### src/rtl/core/dfps_pkg.sv
// Shared types and constants of the delayed feedback plant step block.
`default_nettype none
package dfps_pkg;

   localparam int FRAC_BITS = 24;
   localparam int VAL_W     = 32;
   localparam int TICK_W    = 16;
   localparam int DELAY_W   = 8;
   localparam int DEV_W     = 31;
   localparam int ADDR_W    = 5;
   localparam int DATA_W    = 32;

   localparam logic signed [VAL_W-1:0] Q_ONE       = 32'sh0100_0000;
   localparam logic [DEV_W-1:0]        SETTLE_BAND = 31'd335544;
   localparam logic [DEV_W-1:0]        DEV_MAX     = 31'h7FFF_FFFF;
   localparam logic [TICK_W-1:0]       TICK_MAX    = 16'hFFFF;

   localparam logic signed [VAL_W-1:0] RST_LOOP_GAIN     = 32'sd335544;
   localparam logic signed [VAL_W-1:0] RST_VELOCITY_COEF = 32'sd335544;
   localparam logic signed [VAL_W-1:0] RST_POSITION_COEF = 32'sd167772;
   localparam logic signed [VAL_W-1:0] RST_TIME_STEP     = 32'sd167772;
   localparam logic [DELAY_W-1:0]      RST_DELAY_TICKS   = 8'd10;
   localparam logic [TICK_W-1:0]       RST_GOAL_START    = 16'd10;

   typedef enum logic [2:0] {
      REG_LOOP_GAIN     = 3'd0,
      REG_VELOCITY_COEF = 3'd1,
      REG_POSITION_COEF = 3'd2,
      REG_TIME_STEP     = 3'd3,
      REG_DELAY_TICKS   = 3'd4,
      REG_GOAL_START    = 3'd5
   } reg_index_type;

   typedef struct packed {
      logic signed [VAL_W-1:0] loop_gain;
      logic signed [VAL_W-1:0] velocity_coef;
      logic signed [VAL_W-1:0] position_coef;
      logic signed [VAL_W-1:0] time_step;
      logic [DELAY_W-1:0]      delay_ticks;
      logic [TICK_W-1:0]       goal_start_tick;
   } cfg_type;

   // One finished Euler tick on its way to the metrics stage.
   typedef struct packed {
      logic                    valid;
      logic                    new_run;
      logic                    goal_on;
      logic [TICK_W-1:0]       tick;
      logic signed [VAL_W-1:0] position;
   } tick_rec_type;

   typedef struct packed {
      logic signed [VAL_W-1:0] position;
      logic                    goal_level;
      logic [TICK_W-1:0]       tick_index;
      logic                    unstable;
      logic [DEV_W-1:0]        max_deviation;
      logic                    settled;
      logic [TICK_W-1:0]       settle_tick;
   } rsp_type;

endpackage
`default_nettype wire

### src/rtl/core/dfps_csr.sv
// Configuration register file behind the APB-style port.
`default_nettype none
module dfps_csr
   import dfps_pkg::*;
(
   input  wire logic              clock,
   input  wire logic              reset,
   input  wire logic              psel,
   input  wire logic              penable,
   input  wire logic              pwrite,
   input  wire logic [ADDR_W-1:0] paddr,
   input  wire logic [DATA_W-1:0] pwdata,
   output logic [DATA_W-1:0]      prdata,
   output logic                   pready,
   output cfg_type                cfg,
   output logic                   delay_wr
);

   cfg_type       cfg_ff, cfg_in;
   reg_index_type idx;
   logic          wr_en;

   assign pready = 1'b1;
   assign idx    = reg_index_type'(paddr[ADDR_W-1:2]);
   assign wr_en  = psel && penable && pwrite && pready;
   assign cfg    = cfg_ff;
   assign delay_wr = wr_en && (idx == REG_DELAY_TICKS);

   always_comb begin
      cfg_in = cfg_ff;
      if (wr_en) begin
         unique case (idx)
            REG_LOOP_GAIN:     cfg_in.loop_gain       = $signed(pwdata);
            REG_VELOCITY_COEF: cfg_in.velocity_coef   = $signed(pwdata);
            REG_POSITION_COEF: cfg_in.position_coef   = $signed(pwdata);
            REG_TIME_STEP:     cfg_in.time_step       = $signed(pwdata);
            REG_DELAY_TICKS:   cfg_in.delay_ticks     = pwdata[DELAY_W-1:0];
            REG_GOAL_START:    cfg_in.goal_start_tick = pwdata[TICK_W-1:0];
            default:           cfg_in = cfg_ff;
         endcase
      end
   end

   always_comb begin
      unique case (idx)
         REG_LOOP_GAIN:     prdata = cfg_ff.loop_gain;
         REG_VELOCITY_COEF: prdata = cfg_ff.velocity_coef;
         REG_POSITION_COEF: prdata = cfg_ff.position_coef;
         REG_TIME_STEP:     prdata = cfg_ff.time_step;
         REG_DELAY_TICKS:   prdata = DATA_W'(cfg_ff.delay_ticks);
         REG_GOAL_START:    prdata = DATA_W'(cfg_ff.goal_start_tick);
         default:           prdata = '0;
      endcase
   end

   always_ff @(posedge clock) begin
      if (reset) begin
         cfg_ff.loop_gain       <= RST_LOOP_GAIN;
         cfg_ff.velocity_coef   <= RST_VELOCITY_COEF;
         cfg_ff.position_coef   <= RST_POSITION_COEF;
         cfg_ff.time_step       <= RST_TIME_STEP;
         cfg_ff.delay_ticks     <= RST_DELAY_TICKS;
         cfg_ff.goal_start_tick <= RST_GOAL_START;
      end else begin
         cfg_ff <= cfg_in;
      end
   end

endmodule
`default_nettype wire

### config.mk
export PLATFORM = sky130hd
export DESIGN_NAME = dfps_csr
export DESIGN_NICKNAME = d
export VERILOG_FILES = /design/src/rtl/core/dfps_pkg.sv /design/src/rtl/core/dfps_csr.sv
export SDC_FILE = /design/constraint.sdc
export NUM_CORES = 1
export LEC_CHECK = 0
export BUFFER_PORTS_ARGS = -buffer_cell sky130_fd_sc_hd__buf_2
export CORE_ASPECT_RATIO = 2
export CORE_MARGIN = 1
export CORE_UTILIZATION = 48
export CTS_BUF_LIST = sky130_fd_sc_hd__clkbuf_8
export DETAILED_ROUTE_END_ITERATION = 7
export GPL_ROUTABILITY_DRIVEN = 0
export GPL_TIMING_DRIVEN = 0
export PLACE_DENSITY = 0.9
export SYNTH_ARGS = -nofsm -noshare
export SYNTH_HDL_FRONTEND = slang
export SYNTH_SLANG_ARGS = --single-unit
### constraint.sdc
create_clock -name clock -period 1.3 [get_ports clock]
set_clock_uncertainty 0.05 [all_clocks]
set_input_delay 0.065 -clock clock [delete_from_list [all_inputs] [get_ports clock]]
set_output_delay 0.065 -clock clock [all_outputs]
set_load 0.1 [all_outputs]
# ---- Word-level counts from Yosys, hierarchy flattened
# Index checks and enable logic that the tools add are counted.
dict set report op_classes {
  reduce_logical 10
  eq_ne 5
  n_mux 1
}
# op n
set ops {}
lappend ops {{$pmux W32 S6} 1}
lappend ops {{$reduce_and A2 Y1} 6}
lappend ops {{$eq A3 B2 Y1 const B} 2}
lappend ops {{$eq A3 B3 Y1 const B} 2}
lappend ops {{$eq A3 B1 Y1 const B} 1}
lappend ops {{$logic_and A1 B1 Y1} 3}
lappend ops {{$logic_not A3 Y1} 1}
dict set report totals {
  input_bits 42
  word_cells 22
  output_inout_bits 186
  reg_bits 152
}

# ---- Depth between registers and ports, before layout
dict set report logic_depth {
  depth_word 3
  mapped_depth 6
  ltp_nobuf 4
}

# ---- Worst setup path before layout
# No wires, ideal clock.
dict set report synth_path {
  path_type {reg-to-output}
  start {register cfg_ff (netlist bit cfg[92])}
  end {output prdata[4]}
  required_time_ps 1185
  n_path_buf 0
  slack_ps -2268
  t_arrival_ps 3453
  path_stages_with_launch 4
  cell_sequence {dfxtp_1 > mux2_2 > a22oi_1 > o21ai_0}
}
dict set report synth_between {
  elab_chain_len 1
}
# element line_no
set synth_lines {}
lappend synth_lines {{start, declared} dfps_csr.sv:19} ;# cfg_type cfg_ff, cfg_in;
lappend synth_lines {{start signal, assigned} dfps_csr.sv:65} ;# cfg_ff <= cfg_in;
lappend synth_lines {{$pmux W32 S6} dfps_csr.sv:45} ;# unique case (idx)
lappend synth_lines {{end, declared} dfps_csr.sv:13} ;# output logic [DATA_W-1:0] prdata,
# No other way between the ends.

# ---- Final worst setup path
dict set report layout_path {
  start {register cfg_ff (netlist bit cfg[74])}
  end {output prdata[18]}
}
# The elaborated chain is that of the path after synthesis.

==> metrics.md <==
| Metric | Value |
|---|---|
| Vias in the first global route | about 8400 |
| Cell taking the most area after synthesis | dfxtp_1 |
| Layout net count | 1130 |
| CTS tree | built |
| Fraction of layout cells with a size suffix above 1 | 55.04% |
| Failing checks | negative setup slack |
| Leakage | 5.083 nW |
| Final hold violations | 0 |
| Core region area | 14740 µm² |
| Worst-path clk slew | 80 ps |
| Initial Utilization | 48.81% |
| TritonCTS Buffers | 17 |
| PwrDens | 842.3 nW/µm² |
| Worst VDD drop | 0.7893 mV |
| Reg2Reg Depth | 2 |
| First-pass GRT wire length | ~49000 µm |
| Worst-skew pair later-pin latency | 470 ps |
| GRT Overall Usage | 43.57% |
| Tcrit/Tclk final | 138.7% |
| FP Rows | 63 |
| Seq/Total Area, Yosys | ~42% |
| Max-cap violations | 0 |
| Post-route DRC | 0 |
| FFs w/ async S/R, synth | 0% |
| Gate Count Post-Synth | about 760 |
| Die footprint | 15510 µm² |
| Yosys warns | 0 |
| CP Capture Point | prdata[18] |
| RR Endpoint | cfg[40] |
| Top Ports | 228 |
| Initial antenna violation count | 1 |
| Post-DP HPWL | slightly above 20000 µm |
| P&R area growth vs syn | 66.02% |
| Area share of the largest cell type after synthesis | 42.30% |
| Fin. max-slew vios | 0 |
| Fin worst setup slack | -503.7 ps |
| Antenna Violating Nets Remaining | 0 |
| HP Class | in -> reg |
| Die X | between 80 and 90 µm |
| Post-placement cell area | 9483 µm² |
| Die span in y | 175.1 µm |
| Largest net degree at the start of global routing | 17 |
| Total power draw | 10.06 mW |
| Synthesized cell area | approximately 7200 µm² |
| Max reg flops | 152 |
| CP Data Required Time | 1190 ps |
| Status | complete, but fails checks |
| Worst setup EP type | output port |
| Count of unique library cells instantiated by Yosys | 35 |
| Max clock buf depth | 2 |
| Critical R2R Launch | cfg[40] |
| Clk sinks | around 150 |
| Critical Path Source Type | flop |
| Worst Tran Pin Value | between 800 and 900 ps |
| Final setup fails | 39 |
| Crit Path Class | reg -> out |
| Reg-to-reg slack, setup | 210 ps |
| H-tree lvl count | 4 |
| Port Buffers | 222 |
| Post-DR vias/cell | 6.424 |
| Mean Syn Cell Area | around 9.5 µm² |
| Inserted Diodes | 0 |
| Synth top area cells | dfxtp_1, mux2i_1, nand2b_1 |
| Vias | 8326 |
| Hold path cells | 4 |
| RSZ-0062 raised after global routing | true |
| Grt total ovfl | 0 |
| Worst Setup SP | cfg[74] |
| Routed wire length | ~35000 µm |
| CTS root buf | clkbuf_8 |
| DRT iter0 DRCs | ~1100 |
| WL/cell | roughly 27 µm |
| Max FO, Critical Path | 2 |
| Synthesized Nets | 799 |
| Seq cells post-synth | 152 |
| Final Cell Area | approximately 12000 µm² |
| EDFF count, synth | 0 |
| Relative slew slack | 44.81% |
| Top FF cell, synth | dfxtp_1 |
| Worst EP arrival | 1690 ps |
| Final min period | 1804 ps |
| Max Freq | 554.4 MHz |
| Drt pass-1 iters | 6 |
## what timing repair did
item	4_1_cts	5_1_grt
hold endpoints to repair	152	0
setup endpoints to repair	189	73
pin swaps	21	13
resized for setup	330	60
buffers inserted	37	21
gates cloned	0	0
hold buffers	32	0
## cells by family after synthesis
kind of cell | Yosys count | share of synthesized area (%)
AND/OR/NAND/NOR | 243 | 18.28
flip-flops | 152 | 42.30
multiplexers | 150 | 23.84
AO/OA/AOI/OAI | 140 | 11.03
buffers and inverters | 71 | 4.504
other | 1 | 0.05212
## per-layer routing
| layer | global-route usage, % | part of all wire (%) | vias up |
|---|---|---|---|
| met5 | 0 | 0.026 | - |
| met4 | 38.17 | 9.8 | 2 |
| met3 | 17.15 | 9.8 | 268 |
| met2 | 71.70 | 50 | 739 |
| met1 | 40.17 | 30 | 3976 |
| li1 | - | - | 3341 |
## worst max-delay path: stages (launching register included)
cell and delay, ps:
dfxtp_4 390, mux4_2 470, and2_4 190, buf_12 160
## placed cells by master, fill, tap and decap left out, types with 3 or more instances in the layout
cell type        n
clkbuf_8        17
o2bb2ai_1        3
a22oi_2          9
mux2i_4          8
clkinv_4         3
o221ai_4         4
clkbuf_2         5
mux2i_2          7
dlygate4sd3_1   32
buf_8           10
mux2i_1        108
o21ai_0         50
nand2_2          6
nand3_1         53
buf_4          168
and2_4          16
nor2_1          62
buf_12          37
buf_2           48
buf_6           47
nor3_2           4
o21ai_4          4
a21oi_1         53
mux2_4           7
dfxtp_2         21
o2bb2ai_2        4
dfxtp_4        131
clkinv_2         4
mux2_2           4
nand2b_1        81
clkbuf_1        31
mux4_2          16
o31ai_1          3
inv_1            3
a21o_4           6
## worst min path at each step
| stage | from | to | slack (ps) |
|---|---|---|---|
| 2_1_floorplan | pwdata[13] | cfg[101] | 150 |
| 3_3_place_gp | pwdata[10] | cfg[10] | 280 |
| 3_5_place_dp | pwdata[10] | cfg[10] | 280 |
| 4_1_cts | paddr[4] | cfg[124] | -60 |
| 5_1_grt | paddr[4] | cfg[122] | 20 |
| 6_report | paddr[4] | cfg[122] | 10 |
## synth_stat cells, types with 9 or more instances
master    instances
nand2b_1         82
mux2i_1         123
mux2_2           11
buf_2            22
clkbuf_1         38
and2_1           17
a22oi_1           9
a21oi_1          54
dfxtp_1         152
o21ai_0          55
nor2_1           62
mux4_2           16
nand3_1          53
## through the flow
stage / TNS, ps / instances / worst slack [ps] / utilization, % / hold WS (ps)
after global placement: -52600 / 1174 / -801.0 / 64.33 / 281.1
after detailed placement: -56380 / 1174 / -821.2 / 64.33 / 283.6
after global routing: -14400 / 1296 / -580.8 / 81.03 / 19.59
after floorplan: -1526 / 757 / -189.8 / - / 152.3
after CTS: -11710 / 1275 / -459.3 / 78.08 / -61.15
final: -13110 / 1296 / -503.7 / 81.03 / 14.25
## final cells by class
class / count / area (µm²)
buffer: 69 / 407.9
clock buffer: 17 / 234.0
clock inverter: 15 / 138.9
fill: 803 / 2796
inverter: 2 / 13.76
multi-input combinational: 534 / 4350
sequential: 152 / 3561
tap: 195 / 244.0
timing repair buffer: 312 / 2994
## power breakdown
group | total (mW) | internal [mW] | leakage (nW) | switching (mW)
clock | 3.59 | 1.68 | 0.205 | 1.91
combinational | 2.00 | 0.659 | 3.58 | 1.34
sequential | 4.47 | 4.43 | 1.30 | 0.0372
Note: power is estimated with default switching activity, not from simulation.
